### config.mk
export PLATFORM = sky130hd
export DESIGN_NAME = shift_light_led_bar_flat
export DESIGN_NICKNAME = d
export VERILOG_FILES = /design/src/hdl/slb_pkg.sv /design/src/hdl/slb_in_if.sv /design/src/hdl/slb_out_if.sv /design/src/hdl/slb_div.sv /design/src/hdl/slb_fifo.sv /design/src/hdl/slb_front.sv /design/src/hdl/slb_back.sv /design/src/hdl/shift_light_led_bar.sv /design/src/flat_wrapper.sv
export SDC_FILE = /design/constraint.sdc
export NUM_CORES = 1
export LEC_CHECK = 0
export BUFFER_PORTS_ARGS = -buffer_cell sky130_fd_sc_hd__buf_2
export CAP_MARGIN = 20
export CORE_AREA = 2 2 187 189
export DETAILED_ROUTE_END_ITERATION = 8
export DIE_AREA = 0 0 189 191
export HOLD_SLACK_MARGIN = 0.03
export SYNTH_ARGS = -nofsm -noshare
export SYNTH_HDL_FRONTEND = slang
export SYNTH_SLANG_ARGS = --single-unit
export TNS_END_PERCENT = 1
### constraint.sdc
create_clock -name i_clk -period 4.7 [get_ports i_clk]
set_input_delay 0.47 -clock i_clk [delete_from_list [all_inputs] [get_ports i_clk]]
set_output_delay 0.47 -clock i_clk [all_outputs]
set_load 0.01 [all_outputs]
### src/hdl/slb_pkg.sv
package slb_pkg;

    // bar geometry
    localparam int LED_COUNT   = 16;
    localparam int WARN_WIDTH  = 4;
    localparam int SHIFT_WIDTH = 2;
    localparam int MID         = LED_COUNT / 2;

    // field widths
    localparam int RPM_W      = 14;
    localparam int TIME_W     = 32;
    localparam int PERIOD_W   = 16;
    localparam int CFG_DATA_W = 16;
    localparam int CFG_IDX_W  = 2;
    localparam int IDX_W      = 6;
    localparam int RED_W      = 7;
    localparam int GREEN_W    = 4;

    // blackout math: numerator magnitude is (rpm - low) * MID
    localparam int NUM_W = RPM_W + $clog2(MID + 1);
    localparam int B_W   = NUM_W + 2;

    // frame queue between front and back
    localparam int FIFO_DEPTH = 2;

    // register reset values
    localparam logic [RPM_W-1:0]    RST_LOW_LIMIT    = RPM_W'(3000);
    localparam logic [RPM_W-1:0]    RST_SHIFT_POINT  = RPM_W'(6500);
    localparam logic [PERIOD_W-1:0] RST_FLASH_PERIOD = PERIOD_W'(100);

    // register indexes
    typedef enum logic [CFG_IDX_W-1:0] {
        CFG_LOW_LIMIT    = 2'd0,
        CFG_SHIFT_POINT  = 2'd1,
        CFG_FLASH_PERIOD = 2'd2
    } t_cfg_idx;

    typedef enum logic [1:0] {
        ZONE_OFF    = 2'd0,
        ZONE_NORMAL = 2'd1,
        ZONE_WARN   = 2'd2,
        ZONE_SHIFT  = 2'd3
    } t_zone;

    // colors per zone
    localparam logic [RED_W-1:0]   RED_NORMAL   = RED_W'(30);
    localparam logic [GREEN_W-1:0] GREEN_NORMAL = GREEN_W'(15);
    localparam logic [RED_W-1:0]   RED_WARN     = RED_W'(80);
    localparam logic [GREEN_W-1:0] GREEN_WARN   = GREEN_W'(10);
    localparam logic [RED_W-1:0]   RED_SHIFT    = RED_W'(80);
    localparam logic [GREEN_W-1:0] GREEN_SHIFT  = GREEN_W'(0);

    typedef struct packed {
        logic [RPM_W-1:0]    rpm_low_limit;
        logic [RPM_W-1:0]    rpm_shift_point;
        logic [PERIOD_W-1:0] flash_period_ms;
    } t_cfg;

    // one classified frame, handed from front to back
    typedef struct packed {
        logic                  dark;
        logic                  blank_shift;
        logic signed [B_W-1:0] blank_half;
    } t_frame;

endpackage

### src/hdl/slb_in_if.sv
interface slb_in_if;
    import slb_pkg::*;

    logic             valid;
    logic             ready;
    logic [RPM_W-1:0] smoothed_rpm;
    logic [RPM_W-1:0] engine_rpm;
    logic [TIME_W-1:0] now_ms;

    modport source (output valid, output smoothed_rpm, output engine_rpm, output now_ms,
                    input ready);
    modport sink   (input valid, input smoothed_rpm, input engine_rpm, input now_ms,
                    output ready);
endinterface

### src/hdl/slb_out_if.sv
interface slb_out_if;
    import slb_pkg::*;

    logic               valid;
    logic               ready;
    logic [IDX_W-1:0]   led_index;
    logic [1:0]         zone;
    logic [RED_W-1:0]   red;
    logic [GREEN_W-1:0] green;
    logic               last;

    modport source (output valid, output led_index, output zone, output red, output green,
                    output last, input ready);
    modport sink   (input valid, input led_index, input zone, input red, input green,
                    input last, output ready);
endinterface

### src/hdl/slb_div.sv
module slb_div (
    input  logic                        i_clk,
    input  logic                        i_rst_n,
    input  logic                        i_start,
    input  logic [slb_pkg::NUM_W-1:0]   i_num,
    input  logic [slb_pkg::RPM_W-1:0]   i_den,
    output logic                        o_done,
    output logic [slb_pkg::NUM_W-1:0]   o_quot
);
    import slb_pkg::*;

    localparam int CNT_W = $clog2(NUM_W + 1);

    logic [RPM_W-1:0] r_rem;
    logic [RPM_W-1:0] r_den;
    logic [NUM_W-1:0] r_quo;
    logic [CNT_W-1:0] r_cnt;
    logic             r_busy;
    logic             r_done;

    logic [RPM_W:0]   s_trial;
    logic             s_fit;

    // restoring step: bring down the next dividend bit
    assign s_trial = {r_rem, r_quo[NUM_W-1]};
    assign s_fit   = s_trial >= {1'b0, r_den};

    always_ff @(posedge i_clk) begin
        if (!i_rst_n) begin
            r_busy <= 1'b0;
            r_done <= 1'b0;
            r_cnt  <= '0;
        end else begin
            if (i_start) begin
                r_busy <= 1'b1;
                r_done <= 1'b0;
                r_rem  <= '0;
                r_quo  <= i_num;
                r_den  <= i_den;
                r_cnt  <= CNT_W'(NUM_W);
            end else if (r_busy) begin
                r_rem  <= s_fit ? RPM_W'(s_trial - {1'b0, r_den}) : RPM_W'(s_trial);
                r_quo  <= {r_quo[NUM_W-2:0], s_fit};
                r_cnt  <= r_cnt - 1'b1;
                r_busy <= r_cnt != CNT_W'(1);
                r_done <= r_cnt == CNT_W'(1);
            end else begin
                r_done <= 1'b0;
            end
        end
    end

    assign o_done = r_done;
    assign o_quot = r_quo;
endmodule

### src/hdl/slb_fifo.sv
module slb_fifo (
    input  logic            i_clk,
    input  logic            i_rst_n,
    input  logic            i_push,
    input  slb_pkg::t_frame i_data,
    input  logic            i_pop,
    output logic            o_full,
    output logic            o_empty,
    output slb_pkg::t_frame o_head
);
    import slb_pkg::*;

    localparam int PTR_W = (FIFO_DEPTH > 1) ? $clog2(FIFO_DEPTH) : 1;
    localparam int CNT_W = $clog2(FIFO_DEPTH + 1);

    t_frame           r_mem [FIFO_DEPTH];
    logic [PTR_W-1:0] r_wp;
    logic [PTR_W-1:0] r_rp;
    logic [CNT_W-1:0] r_cnt;
    logic             s_push;
    logic             s_pop;

    assign o_full  = r_cnt == CNT_W'(FIFO_DEPTH);
    assign o_empty = r_cnt == '0;
    assign s_push  = i_push && !o_full;
    assign s_pop   = i_pop && !o_empty;
    assign o_head  = r_mem[r_rp];

    function automatic logic [PTR_W-1:0] wrap_inc(input logic [PTR_W-1:0] p);
        return (p == PTR_W'(FIFO_DEPTH - 1)) ? '0 : PTR_W'(p + 1'b1);
    endfunction

    always_ff @(posedge i_clk) begin
        if (!i_rst_n) begin
            r_wp  <= '0;
            r_rp  <= '0;
            r_cnt <= '0;
        end else begin
            if (s_push) begin
                r_mem[r_wp] <= i_data;
                r_wp        <= wrap_inc(r_wp);
            end
            if (s_pop) begin
                r_rp <= wrap_inc(r_rp);
            end
            case ({s_push, s_pop})
                2'b10:   r_cnt <= r_cnt + 1'b1;
                2'b01:   r_cnt <= r_cnt - 1'b1;
                default: r_cnt <= r_cnt;
            endcase
        end
    end
endmodule

### src/hdl/slb_front.sv
module slb_front (
    input  logic            i_clk,
    input  logic            i_rst_n,
    input  slb_pkg::t_cfg   i_cfg,
    slb_in_if.sink          i_in,
    output logic            o_push,
    output slb_pkg::t_frame o_frame,
    input  logic            i_full
);
    import slb_pkg::*;

    typedef enum logic [1:0] {F_IDLE, F_DIV, F_PUSH} t_state;

    t_state            r_state;
    t_frame            r_frame;
    logic              r_den_neg;
    logic              r_phase;
    logic [TIME_W-1:0] r_last_ms;

    logic                     s_accept;
    logic                     s_dark;
    logic [RPM_W-1:0]         s_diff;
    logic signed [RPM_W:0]    s_den;
    logic [RPM_W-1:0]         s_den_mag;
    logic [NUM_W-1:0]         s_num;
    logic                     s_flash;
    logic                     s_start;
    logic                     s_div_done;
    logic [NUM_W-1:0]         s_quot;
    logic signed [B_W-1:0]    s_q_signed;

    assign i_in.ready = r_state == F_IDLE;
    assign s_accept   = i_in.valid && i_in.ready;

    // classify the frame
    assign s_dark    = i_in.smoothed_rpm < i_cfg.rpm_low_limit;
    assign s_diff    = i_in.smoothed_rpm - i_cfg.rpm_low_limit;
    assign s_den     = $signed({1'b0, i_cfg.rpm_shift_point})
                       - $signed({1'b0, i_cfg.rpm_low_limit});
    assign s_den_mag = s_den[RPM_W] ? RPM_W'(-s_den) : RPM_W'(s_den);
    assign s_num     = NUM_W'(s_diff) * NUM_W'(MID);
    assign s_flash   = (i_in.engine_rpm > i_cfg.rpm_shift_point) &&
                       ((i_in.now_ms - r_last_ms) > TIME_W'(i_cfg.flash_period_ms));
    assign s_start   = s_accept && !s_dark && (s_den != '0);

    slb_div u_div (
        .i_clk   (i_clk),
        .i_rst_n (i_rst_n),
        .i_start (s_start),
        .i_num   (s_num),
        .i_den   (s_den_mag),
        .o_done  (s_div_done),
        .o_quot  (s_quot)
    );

    // numerator is never positive: quotient is negative when divisor is positive
    assign s_q_signed = $signed({2'b00, s_quot});

    always_ff @(posedge i_clk) begin
        if (!i_rst_n) begin
            r_state   <= F_IDLE;
            r_phase   <= 1'b0;
            r_last_ms <= '0;
        end else begin
            case (r_state)
                F_IDLE: begin
                    if (s_accept) begin
                        r_frame.dark        <= s_dark;
                        r_frame.blank_shift <= !s_dark && s_flash && !r_phase;
                        r_frame.blank_half  <= '0;
                        r_den_neg           <= s_den[RPM_W];
                        if (!s_dark && s_flash) begin
                            r_phase   <= !r_phase;
                            r_last_ms <= i_in.now_ms;
                        end
                        r_state <= s_start ? F_DIV : F_PUSH;
                    end
                end
                F_DIV: begin
                    if (s_div_done) begin
                        r_frame.blank_half <= (r_den_neg ? s_q_signed : -s_q_signed)
                                              + B_W'(MID);
                        r_state            <= F_PUSH;
                    end
                end
                F_PUSH: begin
                    if (!i_full) begin
                        r_state <= F_IDLE;
                    end
                end
                default: r_state <= F_IDLE;
            endcase
        end
    end

    assign o_push  = (r_state == F_PUSH) && !i_full;
    assign o_frame = r_frame;
endmodule

### src/hdl/slb_back.sv
module slb_back (
    input  logic            i_clk,
    input  logic            i_rst_n,
    input  logic            i_empty,
    input  slb_pkg::t_frame i_head,
    output logic            o_pop,
    slb_out_if.source       o_out
);
    import slb_pkg::*;

    t_frame             r_frame;
    logic               r_active;
    logic [IDX_W-1:0]   r_idx;
    logic               r_valid;
    logic [IDX_W-1:0]   r_led_index;
    t_zone              r_zone;
    logic [RED_W-1:0]   r_red;
    logic [GREEN_W-1:0] r_green;
    logic               r_last;

    logic                  s_load;
    logic                  s_last_led;
    logic signed [B_W:0]   s_d;
    logic signed [B_W:0]   s_b;
    logic                  s_blackout;
    t_zone                 s_zone;
    logic [RED_W-1:0]      s_red;
    logic [GREEN_W-1:0]    s_green;

    // zone painting by distance from the middle, later spans win
    function automatic t_zone base_zone(input logic [IDX_W-1:0] idx);
        int    i;
        t_zone z;
        i = int'(idx);
        z = ZONE_OFF;
        if ((i >= 0 && i <= MID - WARN_WIDTH) ||
            (i >= MID + WARN_WIDTH + 1 && i <= LED_COUNT - 1))
            z = ZONE_NORMAL;
        if ((i >= MID - WARN_WIDTH - 1 && i <= MID - SHIFT_WIDTH) ||
            (i >= MID + SHIFT_WIDTH + 1 && i <= MID + WARN_WIDTH))
            z = ZONE_WARN;
        if (i >= MID - SHIFT_WIDTH - 1 && i <= MID + SHIFT_WIDTH)
            z = ZONE_SHIFT;
        return z;
    endfunction

    function automatic logic in_shift_span(input logic [IDX_W-1:0] idx);
        int i;
        i = int'(idx);
        return (i >= MID - SHIFT_WIDTH - 1) && (i <= MID + SHIFT_WIDTH);
    endfunction

    assign o_pop      = !r_active && !i_empty;
    assign s_load     = r_active && (!r_valid || o_out.ready);
    assign s_last_led = r_idx == IDX_W'(LED_COUNT - 1);

    // blackout span mid-b .. mid+b-1, in offsets from the middle
    assign s_d        = $signed({{(B_W + 1 - IDX_W){1'b0}}, r_idx}) - (B_W + 1)'(MID);
    assign s_b        = (B_W + 1)'(r_frame.blank_half);
    assign s_blackout = (s_d + s_b >= 0) && (s_d < s_b);

    always_comb begin
        s_zone = base_zone(r_idx);
        if (s_blackout)
            s_zone = ZONE_OFF;
        if (r_frame.blank_shift && in_shift_span(r_idx))
            s_zone = ZONE_OFF;
        if (r_frame.dark)
            s_zone = ZONE_OFF;
    end

    always_comb begin
        case (s_zone)
            ZONE_NORMAL: begin s_red = RED_NORMAL; s_green = GREEN_NORMAL; end
            ZONE_WARN:   begin s_red = RED_WARN;   s_green = GREEN_WARN;   end
            ZONE_SHIFT:  begin s_red = RED_SHIFT;  s_green = GREEN_SHIFT;  end
            default:     begin s_red = '0;         s_green = '0;           end
        endcase
    end

    // frame walker and output register
    always_ff @(posedge i_clk) begin
        if (!i_rst_n) begin
            r_active <= 1'b0;
            r_valid  <= 1'b0;
            r_idx    <= '0;
        end else begin
            if (o_pop) begin
                r_frame  <= i_head;
                r_active <= 1'b1;
                r_idx    <= '0;
            end
            if (s_load) begin
                r_valid     <= 1'b1;
                r_led_index <= r_idx;
                r_zone      <= s_zone;
                r_red       <= s_red;
                r_green     <= s_green;
                r_last      <= s_last_led;
                r_idx       <= r_idx + 1'b1;
                if (s_last_led)
                    r_active <= 1'b0;
            end else if (o_out.ready) begin
                r_valid <= 1'b0;
            end
        end
    end

    assign o_out.valid     = r_valid;
    assign o_out.led_index = r_led_index;
    assign o_out.zone      = r_zone;
    assign o_out.red       = r_red;
    assign o_out.green     = r_green;
    assign o_out.last      = r_last;
endmodule

### src/hdl/shift_light_led_bar.sv
// Shift light LED bar.
// i_in carries one display frame per word: smoothed rpm, raw engine rpm and a
// millisecond timestamp. o_out returns LED_COUNT words per frame, one per LED in
// index order, with zone, red and green; last marks the final LED.
// The config port (i_cfg_we, i_cfg_idx, i_cfg_data) writes the low limit, the
// shift point and the flash period; write it only while the bar is idle.
// Path: a frame whose blackout needs the divide passes the bit-serial divider,
// the front's frame register, the queue, the back's frame register and the output
// register; dark frames and equal limits skip the divide. LEDs then stream one
// per cycle while o_out.ready stays high. The front takes a new frame only once
// the last one has entered the queue.
// A two-entry frame queue lets the front classify the next frame while LEDs of
// the previous one still drain.
// Reset (synchronous, active low) restores default limits, clears flash phase
// and flash timer, and empties the queue and output register.
// When the receiver stalls the output word holds; the queue fills and then
// i_in.ready drops until room frees up.
module shift_light_led_bar (
    input  logic                            i_clk,
    input  logic                            i_rst_n,
    slb_in_if.sink                          i_in,
    slb_out_if.source                       o_out,
    input  logic                            i_cfg_we,
    input  logic [slb_pkg::CFG_IDX_W-1:0]   i_cfg_idx,
    input  logic [slb_pkg::CFG_DATA_W-1:0]  i_cfg_data
);
    import slb_pkg::*;

    t_cfg   r_cfg;
    logic   s_push;
    t_frame s_frame;
    logic   s_full;
    logic   s_empty;
    logic   s_pop;
    t_frame s_head;

    // config registers
    always_ff @(posedge i_clk) begin
        if (!i_rst_n) begin
            r_cfg.rpm_low_limit   <= RST_LOW_LIMIT;
            r_cfg.rpm_shift_point <= RST_SHIFT_POINT;
            r_cfg.flash_period_ms <= RST_FLASH_PERIOD;
        end else if (i_cfg_we) begin
            case (i_cfg_idx)
                CFG_LOW_LIMIT:    r_cfg.rpm_low_limit   <= i_cfg_data[RPM_W-1:0];
                CFG_SHIFT_POINT:  r_cfg.rpm_shift_point <= i_cfg_data[RPM_W-1:0];
                CFG_FLASH_PERIOD: r_cfg.flash_period_ms <= i_cfg_data[PERIOD_W-1:0];
                default: ;
            endcase
        end
    end

    slb_front u_front (
        .i_clk   (i_clk),
        .i_rst_n (i_rst_n),
        .i_cfg   (r_cfg),
        .i_in    (i_in),
        .o_push  (s_push),
        .o_frame (s_frame),
        .i_full  (s_full)
    );

    slb_fifo u_fifo (
        .i_clk   (i_clk),
        .i_rst_n (i_rst_n),
        .i_push  (s_push),
        .i_data  (s_frame),
        .i_pop   (s_pop),
        .o_full  (s_full),
        .o_empty (s_empty),
        .o_head  (s_head)
    );

    slb_back u_back (
        .i_clk   (i_clk),
        .i_rst_n (i_rst_n),
        .i_empty (s_empty),
        .i_head  (s_head),
        .o_pop   (s_pop),
        .o_out   (o_out)
    );
endmodule

### src/flat_wrapper.sv
// flat-port wrapper written by rule: the top's interface ports become plain ports
module shift_light_led_bar_flat import slb_pkg::*;
  (i_clk, i_rst_n, i_cfg_we, i_cfg_idx, i_cfg_data, i_in_valid, i_in_smoothed_rpm, i_in_engine_rpm, i_in_now_ms, i_in_ready, o_out_valid, o_out_led_index, o_out_zone, o_out_red, o_out_green, o_out_last, o_out_ready);
  slb_in_if i_in_i ();
  slb_out_if o_out_i ();
  input  logic i_clk;
  input  logic i_rst_n;
  input  logic i_cfg_we;
  input  logic [slb_pkg::CFG_IDX_W-1:0] i_cfg_idx;
  input  logic [slb_pkg::CFG_DATA_W-1:0] i_cfg_data;
  input wire logic [$bits(i_in_i.valid)-1:0] i_in_valid;
  input wire logic [$bits(i_in_i.smoothed_rpm)-1:0] i_in_smoothed_rpm;
  input wire logic [$bits(i_in_i.engine_rpm)-1:0] i_in_engine_rpm;
  input wire logic [$bits(i_in_i.now_ms)-1:0] i_in_now_ms;
  output wire logic [$bits(i_in_i.ready)-1:0] i_in_ready;
  output wire logic [$bits(o_out_i.valid)-1:0] o_out_valid;
  output wire logic [$bits(o_out_i.led_index)-1:0] o_out_led_index;
  output wire logic [$bits(o_out_i.zone)-1:0] o_out_zone;
  output wire logic [$bits(o_out_i.red)-1:0] o_out_red;
  output wire logic [$bits(o_out_i.green)-1:0] o_out_green;
  output wire logic [$bits(o_out_i.last)-1:0] o_out_last;
  input wire logic [$bits(o_out_i.ready)-1:0] o_out_ready;
  assign i_in_i.valid = i_in_valid;
  assign i_in_i.smoothed_rpm = i_in_smoothed_rpm;
  assign i_in_i.engine_rpm = i_in_engine_rpm;
  assign i_in_i.now_ms = i_in_now_ms;
  assign i_in_ready = i_in_i.ready;
  assign o_out_valid = o_out_i.valid;
  assign o_out_led_index = o_out_i.led_index;
  assign o_out_zone = o_out_i.zone;
  assign o_out_red = o_out_i.red;
  assign o_out_green = o_out_i.green;
  assign o_out_last = o_out_i.last;
  assign o_out_i.ready = o_out_ready;
  shift_light_led_bar u_core (.i_clk(i_clk), .i_rst_n(i_rst_n), .i_in(i_in_i), .o_out(o_out_i), .i_cfg_we(i_cfg_we), .i_cfg_idx(i_cfg_idx), .i_cfg_data(i_cfg_data));
endmodule
==> results.json, run 1 <==
{
  "outcome": "complete, but fails checks",
  "violations": "negative setup slack",
  "clk_pin_slew_ns": 0.07,
  "place_congestion": 0.880,
  "via_per_inst": 5.16,
  "synthFlopType": "edfxtp_1",
  "synth_edf_count": 148,
  "wirelength_um": 31700,
  "numCtsBuffers": 27,
  "root_buffer": "clkbuf_16",
  "fin_crit_ns": 4.97,
  "min_path_type": "in -> reg",
  "synth_cells": 1597,
  "slew_headroom_pct": 31.0,
  "power_density_nw_per_um2": 373,
  "postSynth.asyncResetShare_pct": 0,
  "cp-start-kind": "flop",
  "holdPathStages": 3,
  "rows": 68,
  "synth-seq-cells": 246,
  "critPathMaxFanout": 32,
  "final_max_slew_viol_count": 0,
  "crit_required_ns": 5.11,
  "cts_buffer_depth": 3,
  "seq_area_frac_synth_pct": 42.2,
  "p_switching_mw": 1.85,
  "fp.dieH_um": 191,
  "pwr-share-seq_pct": 42.3,
  "setup.worst_path.class": "reg -> reg",
  "cts_hold_buffers": 0,
  "hold_viol": 0,
  "drc_errors": 0,
  "pwr-share-comb_pct": 23.6,
  "syn_area_um2": 15200,
  "cts.sinks": 246,
  "ys_warn_count": 0,
  "avgSynthCellArea_um2": 9.51,
  "initial_core_util_pct": 44.5,
  "postRouteAntennaNets": 0,
  "finalCritPeriodShare_pct": 106,
  "routedWlPerCell_um": 14.5,
  "grt_usage_pct": 17.4,
  "routed-via-count": 11200,
  "worstSkewPairLatency_ns": 0.54,
  "coreArea_um2": 34100,
  "final_util_pct": 50.4,
  "p_int_mw": 4.57,
  "drt_iter0_markers": 496,
  "io_buffer_count": 102,
  "cp.arrival_ns": 5.38,
  "dr.pass1.iters": 5,
  "grt_pass1_vias": 10900,
  "rsz0062_at_grt": "true",
  "io-pin-count": 105,
  "rr_worst_depth": 27,
  "num_antenna_cells": 0,
  "grt_first_pass_wirelength_um": 52400,
  "total_power_mw": 6.42,
  "htree_levels": 1,
  "antenna_found_initial": 0,
  "swShare_pct": 28.8,
  "area_growth_pct": 13.3,
  "drive_gt1_share_pct": 14.6,
  "setup_violations": 34,
  "critPathCaptureType": "flop",
  "power.leakage_nw": 6.84,
  "worst_clock_skew_ns": 0.0103,
  "p_clk_share_pct": 34.2,
  "die_area_um2": 36100,
  "peakVddDrop_uv": 251,
  "cts_tree": "yes",
  "synth_cell_types": 76,
  "fmax_ghz": 0.201,
  "die_x_um": 189,
  "grt_max_degree": 60,
  "layout_setup_ws_ns": -0.268,
  "grt_overflow_total": 0,
  "hpwl_um": 24200,
  "nNetsFinal": 1923,
  "cap_violations": 0,
  "worst_pin_slew_ns": 1.03
}
[cell usage after synthesis, types with 17 or more instances]
library cell    n  area share [%]
a21o_1         23             1.1
xor2_1         33             1.9
mux2i_1        38             2.5
nor2_1        116             2.9
xnor2_1        61             3.5
mux2_2         34             2.5
ha_1          132              11
edfxtp_1      148              29
o211ai_1       29             1.4
dfxtp_1        98              13
nand3_1        19            0.63
nor2b_1        25             1.0
a21oi_1        97             3.2
and2_1         17            0.70
o21a_1         21             1.0
nor3_1         36             1.2
o21ai_0        57             1.9
a21boi_0       36             1.8
clkbuf_1       43             1.1
inv_1         142             3.5
nand2_1       201             5.0
[layout by cell type, fill, tap and decap left out, drive strengths merged, types with 21 or more instances in the layout]
cell    Yosys  routed
clkbuf     43      37
inv       142     143
mux2i      38      38
ha        132     132
a21oi      99      99
o21ai      59      59
a21boi     36      36
o211ai     30      30
dfxtp      98      98
buf        22     142
nand2     201     201
nor2b      25      25
o21a       21      21
edfxtp    148     148
xor2       33      33
a21o       23      23
nor3       36      36
nor2      117     117
xnor2      61      61
mux2       34      34
[final timing paths]
kind / end / slack [ns] / startpoint
hold reg to reg: u_core.u_fifo.r_mem[1][15] / 0.45 / u_core.u_front.o_frame[15]
setup reg to reg: u_core.u_front.r_last_ms[5] / -0.27 / u_core.u_front.r_last_ms[0]
hold / removal: u_core.u_front.r_last_ms[22] / 0.19 / i_in_now_ms[22]
setup / recovery: u_core.u_front.r_last_ms[5] / -0.27 / u_core.u_front.r_last_ms[0]
[flip-flops by register name (all words and copies together), names as in the netlist, 2 cells and up]
name,flops
u_core.u_back.o_out.led_index,6
u_core.u_back.r_frame,22
u_core.r_cfg,44
u_core.u_front.o_frame,22
u_core.u_back.o_out.red,3
u_core.u_back.r_idx,6
u_core.u_front.r_state,2
u_core.u_front.u_div.o_quot,18
u_core.u_front.u_div.r_den,14
u_core.u_fifo.r_mem,44
u_core.u_front.u_div.r_rem,14
u_core.u_front.u_div.r_cnt,5
u_core.u_back.o_out.zone,2
u_core.u_fifo.r_cnt,2
u_core.u_front.r_last_ms,32
[logic make-up (layout without fill, tap and decap cells)]
family	after synthesis	count (layout)	share of synthesized area, %
AO/OA/AOI/OAI	338	338	14.8
XOR/XNOR	94	94	5.42
adder cells (fa/ha/maj)	137	137	11.5
buffers and inverters	208	334	5.80
flip-flops	246	246	42.2
multiplexers	72	72	5.03
other	1	2	0.0247
AND/OR/NAND/NOR	501	501	15.3
[metal layers]
metal | track usage [%] | wire (um) | up-vias
li1 | - | - | 5806
met1 | 23.0 | 14900 | 5221
met2 | 30.2 | 15000 | 178
met3 | 2.07 | 1100 | 41
met4 | 4.84 | 739 | 0
met5 | 0 | 0 | -
[metrics by stage]
stage	worst slack, ns	hold WS [ns]	cell area [um2]	TNS (ns)	std cells
floorplan	-0.165	0.406	15200	-5.03	1598
global placement	-0.539	0.425	16300	-17.87	2129
detailed placement	-0.660	0.434	16300	-21.96	2129
CTS	-0.331	0.157	17200	-10.62	2179
global route	-0.695	0.170	17200	-22.52	2179
finish	-0.268	0.186	17200	-8.13	2179
[power by group through the flow]
stage / Combinational, mW / Sequential (mW) / Clock [mW]
2_1_floorplan: 1.19 / 2.69 / 0
3_3_place_gp: 1.49 / 2.75 / 0
3_5_place_dp: 1.51 / 2.76 / 0
4_1_cts: 1.52 / 2.71 / 2.25
5_1_grt: 1.71 / 2.74 / 2.33
6_report: 1.51 / 2.71 / 2.19
[area by class of cell]
type	count	area, um2
multi-input cells	1144	7930
clock inverters	13	155
inverters	142	533
fillers	3199	16900
well taps	455	569
repair buffers	142	826
flip-flops and latches	246	6410
clock buffers	37	783
[critical path, cell delays in order, from the launching register on]
cell       delay [ns]
dfxtp_1          0.33
ha_2             0.17
inv_1            0.05
fa_2             0.35
a211oi_2         0.22
o21ai_2          0.10
o21ai_1          0.16
nand2_1          0.08
and2_1           0.17
o21ai_1          0.11
nor2b_2          0.17
nor2b_1          0.05
o21a_1           0.18
nor2_2           0.10
xnor2_1          0.13
ha_1             0.26
and3_4           0.18
nand4_1          0.10
nor3_1           0.08
a211oi_1         0.28
a21oi_2          0.08
a2111oi_2        0.22
o2111ai_1        0.15
a2111o_1         0.40
a2111oi_4        0.29
nor2_4           0.06
buf_12           0.18
mux2i_1          0.15
[what timing repair did]
item,4_1_cts,5_1_grt
setup buffers,0,0
endpoints found under the hold margin,0,0
endpoints found under the setup margin,34,34
resized for setup,1,6
pin swaps,0,0
cloned,0,0
Note: power is estimated with default switching activity, not from simulation.
==> inputs of run 2 (changes only) <==
Settings changed: ABC_AREA set to 1, CORE_AREA 2 2 187 189 to 2 2 196 198, DIE_AREA 0 0 189 191 to 0 0 198 200.
==> results.json, run 2 <==
{
  "setup_violations": 0,
  "cts_hold_buffers": 0,
  "power_density_nw_per_um2": 380,
  "maxUsedRoutingLayer": "met4",
  "die_x_um": 198,
  "ys_warn_count": 0,
  "yosysMostFrequentCell": "nand2_1",
  "route.met2.wl_um": 17500,
  "initial_core_util_pct": 44.5,
  "yosys-top-cells-count": "nand2_1 (612), inv_1 (416), nor2_1 (195), edfxtp_1 (148), ha_1 (132)",
  "total_power_mw": 7.08,
  "critPathCaptureType": "flop",
  "worst_pin_slew_ns": 0.920,
  "r2r_start": "u_core.u_front.r_last_ms[0]",
  "place_congestion": 0.908,
  "cp.arrival_ns": 4.09,
  "wl_met1_um": 18500,
  "cts_tree": "yes",
  "wirelength_um": 39000,
  "cts.sinks": 246,
  "top_regs": "u_core.r_cfg (44), u_core.u_fifo.r_mem (44), u_core.u_front.r_last_ms (32)",
  "tns_ns": 0,
  "rsz0062_at_grt": "false",
  "synth_cells": 2240,
  "peakVddDrop_uv": 268,
  "crit_required_ns": 5.16,
  "setup.worst_path.class": "reg -> reg",
  "yosysTopAreaCell": "edfxtp_1",
  "io_buffer_count": 102,
  "hold_viol": 0,
  "clk_pin_slew_ns": 0.06,
  "dr_wl_met3_um": 2020,
  "cpMaxStageDelayCell": "fa_1",
  "fp.dieH_um": 200,
  "grt_overflow_total": 0,
  "layout_common_cells": "nand2_1 (612), inv_1 (416), nor2_1 (194), edfxtp_1 (148), ha_1 (132)",
  "drt_iter0_markers": 652,
  "postSynth.asyncResetShare_pct": 0,
  "via_per_inst": 4.88,
  "grt_first_pass_wirelength_um": 64600,
  "routedWlPerCell_um": 13.6,
  "nNetsFinal": 2558,
  "io-pin-count": 105,
  "area_growth_pct": 11.8,
  "dr.pass1.iters": 5,
  "post_cts_buffers": 0,
  "holdPathStages": 3,
  "routed-via-count": 14000,
  "root_buffer": "clkbuf_16",
  "grt_usage_pct": 20.1,
  "synth_cell_types": 59,
  "min_path_type": "in -> reg",
  "drive_gt1_share_pct": 9.15,
  "power.leakage_nw": 9.17,
  "fin_crit_ns": 3.63,
  "rr_worst_depth": 25,
  "avgSynthCellArea_um2": 7.44,
  "worstSkewPairLatency_ns": 0.57,
  "slew_headroom_pct": 38.2,
  "cap_violations": 0,
  "htree_levels": 1,
  "max_stage_delay_ns": 0.41,
  "postRouteAntennaNets": 0,
  "drc_errors": 0,
  "cp_common_cell": "nand2_1",
  "final_util_pct": 49.8,
  "outcome": "finished clean",
  "cts_buffer_depth": 3,
  "syn_area_um2": 16700,
  "hpwl_um": 30500,
  "critPathMaxFanout": 34,
  "synth_edf_count": 148,
  "die_area_um2": 39600,
  "worst_clock_skew_ns": 0.0108,
  "critPathCapture": "u_core.u_front.r_last_ms[6]",
  "num_antenna_cells": 0,
  "synth.top_cell.area_share_pct": 26.7,
  "seq_area_frac_synth_pct": 38.4,
  "coreArea_um2": 37400,
  "antenna_found_initial": 0,
  "synth.area.top_cells": "edfxtp_1 (27%), nand2_1 (14%), dfxtp_1 (12%), ha_1 (9.9%), inv_1 (9.4%)",
  "post_cts_resize_count": 0,
  "fmax_ghz": 0.276,
  "rows": 71,
  "r2r-end": "u_core.u_front.r_last_ms[6]",
  "final_max_slew_viol_count": 0,
  "numCtsBuffers": 29,
  "regToRegSetupSlack_ns": 1.07,
  "synth-seq-cells": 246,
  "synthFlopType": "edfxtp_1",
  "layout_commonest_cell": "nand2_1",
  "grt_max_degree": 68,
  "grt_pass1_vias": 13200,
  "cp-start-kind": "flop",
  "critical_path.startpoint": "u_core.u_front.r_last_ms[0]",
  "finalCritPeriodShare_pct": 77.2
}
-- run 2: logic make-up (layout without fill, tap and decap cells) --
group,Yosys count,in the layout,share of synthesized area (%)
and+or+nand+nor,1004,1004,25.2
DFF,246,246,38.4
adders and majority gates,137,137,10.5
AOI/OAI and AO/OA,296,296,10.2
buffers and inverters,474,594,11.3
xor gates and xnor gates,82,82,4.36
other,1,2,0.0225
-- run 2: how the worst min path moves through the flow --
| stage | end | slack (ns) | from |
|---|---|---|---|
| global route | u_core.r_cfg[39] | 0.21 | i_cfg_data[9] |
| finish | u_core.r_cfg[0] | 0.21 | i_cfg_data[0] |
| global placement | u_core.u_fifo.r_mem[0][15] | 0.42 | u_core.u_front.o_frame[15] |
| floorplan | u_core.u_fifo.r_mem[0][0] | 0.42 | u_core.u_front.o_frame[0] |
| detailed placement | u_core.u_fifo.r_mem[1][3] | 0.43 | u_core.u_front.o_frame[3] |
| CTS | u_core.r_cfg[14] | 0.19 | i_cfg_data[14] |
-- run 2: final cells by class --
type | instances | area [um2]
multi-input combinational | 1521 | 8390
tap | 511 | 639
inverter | 422 | 1580
fill | 3683 | 18800
clock inverter | 20 | 201
sequential | 246 | 6410
timing repair buffer | 118 | 643
clock buffer | 34 | 764
-- run 2: critical path, delay by kind of cell, from the launching register on --
kind	cells	cell delay (ns)
XOR/XNOR	1	0.18
AND/OR/NAND/NOR	18	1.65
adder cells (fa/ha/maj)	3	0.84
buffers and inverters	3	0.50
flip-flops	1	0.35
-- run 2: power by group --
part / switching (mW) / internal, mW
clock network: 0.909 / 1.33
registers: 0.165 / 2.63
logic: 1.32 / 0.718
-- run 2: metal layers --
layer  global-route usage [%]  vias up
met4                     5.79        0
met5                        0        -
met3                     2.47       67
met1                     27.7     6282
li1                         -     7355
met2                     33.3      309
-- run 2: through the flow --
stage                     setup slack (ns)  cell area, um2  std cells  hold slack (ns)
final                                 1.07           18600       2872            0.207
after detailed placement             0.758           17700       2817            0.430
after CTS                             1.05           18600       2871            0.188
after global routing                 0.592           18600       2872            0.208
after floorplan                      0.875           16700       2241            0.421
after global placement               0.844           17700       2817            0.424
==> inputs of run 3 (changes only) <==
Clock period 4.7 ns to 3.6 ns, I/O delays scaled along.
==> results.json, run 3 (synthesized netlist as in run 2, its figures left out) <==
{
  "peakVddDrop_uv": 321,
  "cts_hold_buffers": 0,
  "critPathCaptureType": "flop",
  "cp_cell_sequence": "inv_1, ha_4, nand2_2, inv_1, a21oi_2, nand2_2, nand2_1, nand2_2, xor2_2, ha_1, nand2_2, nor4_4, nand3_1, nand2_1, nand3_1, nor2_1, nand2_1, nor2_2, nand2_4, nand3_4, clkbuf_16, nand2_2, inv_1, nor2_1",
  "layout_common_cells": "nand2_1 (595), inv_1 (413), nor2_1 (187), edfxtp_1 (148), a21oi_1 (125)",
  "die_area_um2": 39600,
  "routed-via-count": 14100,
  "io_buffer_count": 102,
  "worst_pin_slew_ns": 0.887,
  "wirelength_um": 40700,
  "grt_first_pass_wirelength_um": 65300,
  "area_growth_pct": 15.3,
  "finalCritPeriodShare_pct": 94.8,
  "rows": 71,
  "tns_ns": 0,
  "numCtsBuffers": 28,
  "root_buffer": "clkbuf_16",
  "outcome": "finished clean",
  "worst_clock_skew_ns": 0.0239,
  "fin_cells": 2897,
  "drc_errors": 0,
  "final_area_um2": 19200,
  "drt_iter0_markers": 714,
  "grt_usage_pct": 20.4,
  "top_regs": "u_core.r_cfg (44), u_core.u_fifo.r_mem (44), u_core.u_front.r_last_ms (32)",
  "power.leakage_nw": 9.36,
  "cp-start-kind": "flop",
  "fmax_ghz": 0.293,
  "grt_pass1_vias": 13400,
  "fin_crit_ns": 3.41,
  "routedWlPerCell_um": 14.1,
  "total_power_mw": 9.34,
  "layout_commonest_cell": "nand2_1",
  "grt_max_degree": 68,
  "hpwl_um": 30900,
  "crit_required_ns": 4.06,
  "hold_viol": 0,
  "cp.arrival_ns": 3.88,
  "dp_cells": 2838,
  "antenna_found_initial": 0,
  "via_per_inst": 4.87,
  "rsz0062_at_grt": "true",
  "postRouteAntennaNets": 0,
  "cts_tree": "yes",
  "die_x_um": 198,
  "grt_overflow_total": 0,
  "num_antenna_cells": 0,
  "place_congestion": 0.909,
  "initial_core_util_pct": 44.5,
  "min_path_type": "in -> reg",
  "htree_levels": 1,
  "worstSkewPairLatency_ns": 0.58,
  "whs_ns": 0.0622,
  "critPathMaxFanout": 8,
  "final_max_slew_viol_count": 0,
  "clk_pin_slew_ns": 0.06,
  "cap_violations": 0,
  "cts.sinks": 246,
  "setup.worst_path.class": "reg -> reg",
  "cp_common_cell": "nand2_2",
  "dr.pass1.iters": 5,
  "cts_buffer_depth": 3,
  "nNetsFinal": 2585,
  "setup_violations": 0,
  "fp.dieH_um": 200,
  "drive_gt1_share_pct": 12.4,
  "power_density_nw_per_um2": 486,
  "io-pin-count": 105,
  "coreArea_um2": 37400,
  "max_stage_delay_ns": 0.32,
  "cpMaxStageDelayCell": "ha_1",
  "placedInstanceArea_um2": 17900,
  "slew_headroom_pct": 40.4
}
## run 3: power breakdown
group	internal [mW]	total (mW)	switching (mW)
clock	1.59	2.81	1.22
combinational	1.06	2.88	1.81
sequential	3.44	3.66	0.219
total	6.09	9.34	3.25
## run 3: worst max-delay path: cells and delay by family (launching register included)
kind,cells,cell delay (ns)
AOI/OAI and AO/OA,1,0.15
DFF,1,0.30
xor gates and xnor gates,1,0.15
adders and majority gates,2,0.55
buffers and inverters,4,0.45
and+or+nand+nor,16,1.68
## run 3: area by class of cell
class                      count  area [um2]
inverter                     422        1580
sequential                   246        6410
fill                        3635       18200
tap                          511         639
clock buffer                  30         708
clock inverter                21         201
timing repair buffer         146         967
multi-input combinational   1521        8700
## run 3: per-stage QoR
stage / setup WS, ns / util, %
2_1_floorplan: 0.0435 / -
3_3_place_gp: -0.0118 / 47.7
3_5_place_dp: -0.114 / 47.8
4_1_cts: 0.0761 / 50.2
5_1_grt: -0.0805 / 51.4
6_report: 0.186 / 51.4
## run 3: what timing repair did
action,CTS,global route
setup endpoints to repair,0,69
setup buffers,0,4
gates resized for setup,0,62
## run 3: worst paths after layout
check | start | slack (ns) | depth (start not counted) | endpoint
min reg2reg | u_core.u_front.o_frame[19] | 0.44 | 0 | u_core.u_fifo.r_mem[1][19]
max reg2reg | u_core.u_front.r_last_ms[5] | 0.19 | 24 | u_core.u_front.r_last_ms[29]
min | i_cfg_data[12] | 0.06 | 3 | u_core.r_cfg[28]
max | u_core.u_front.r_last_ms[5] | 0.19 | 24 | u_core.u_front.r_last_ms[29]
## run 3: metal layers
layer	part of all wire (%)	up-vias	track usage (%)
li1	-	7395	-
met1	48	6402	27.4
met2	46	260	34.1
met3	4.4	65	3.04
met4	2.3	0	6.21
met5	0	-	0
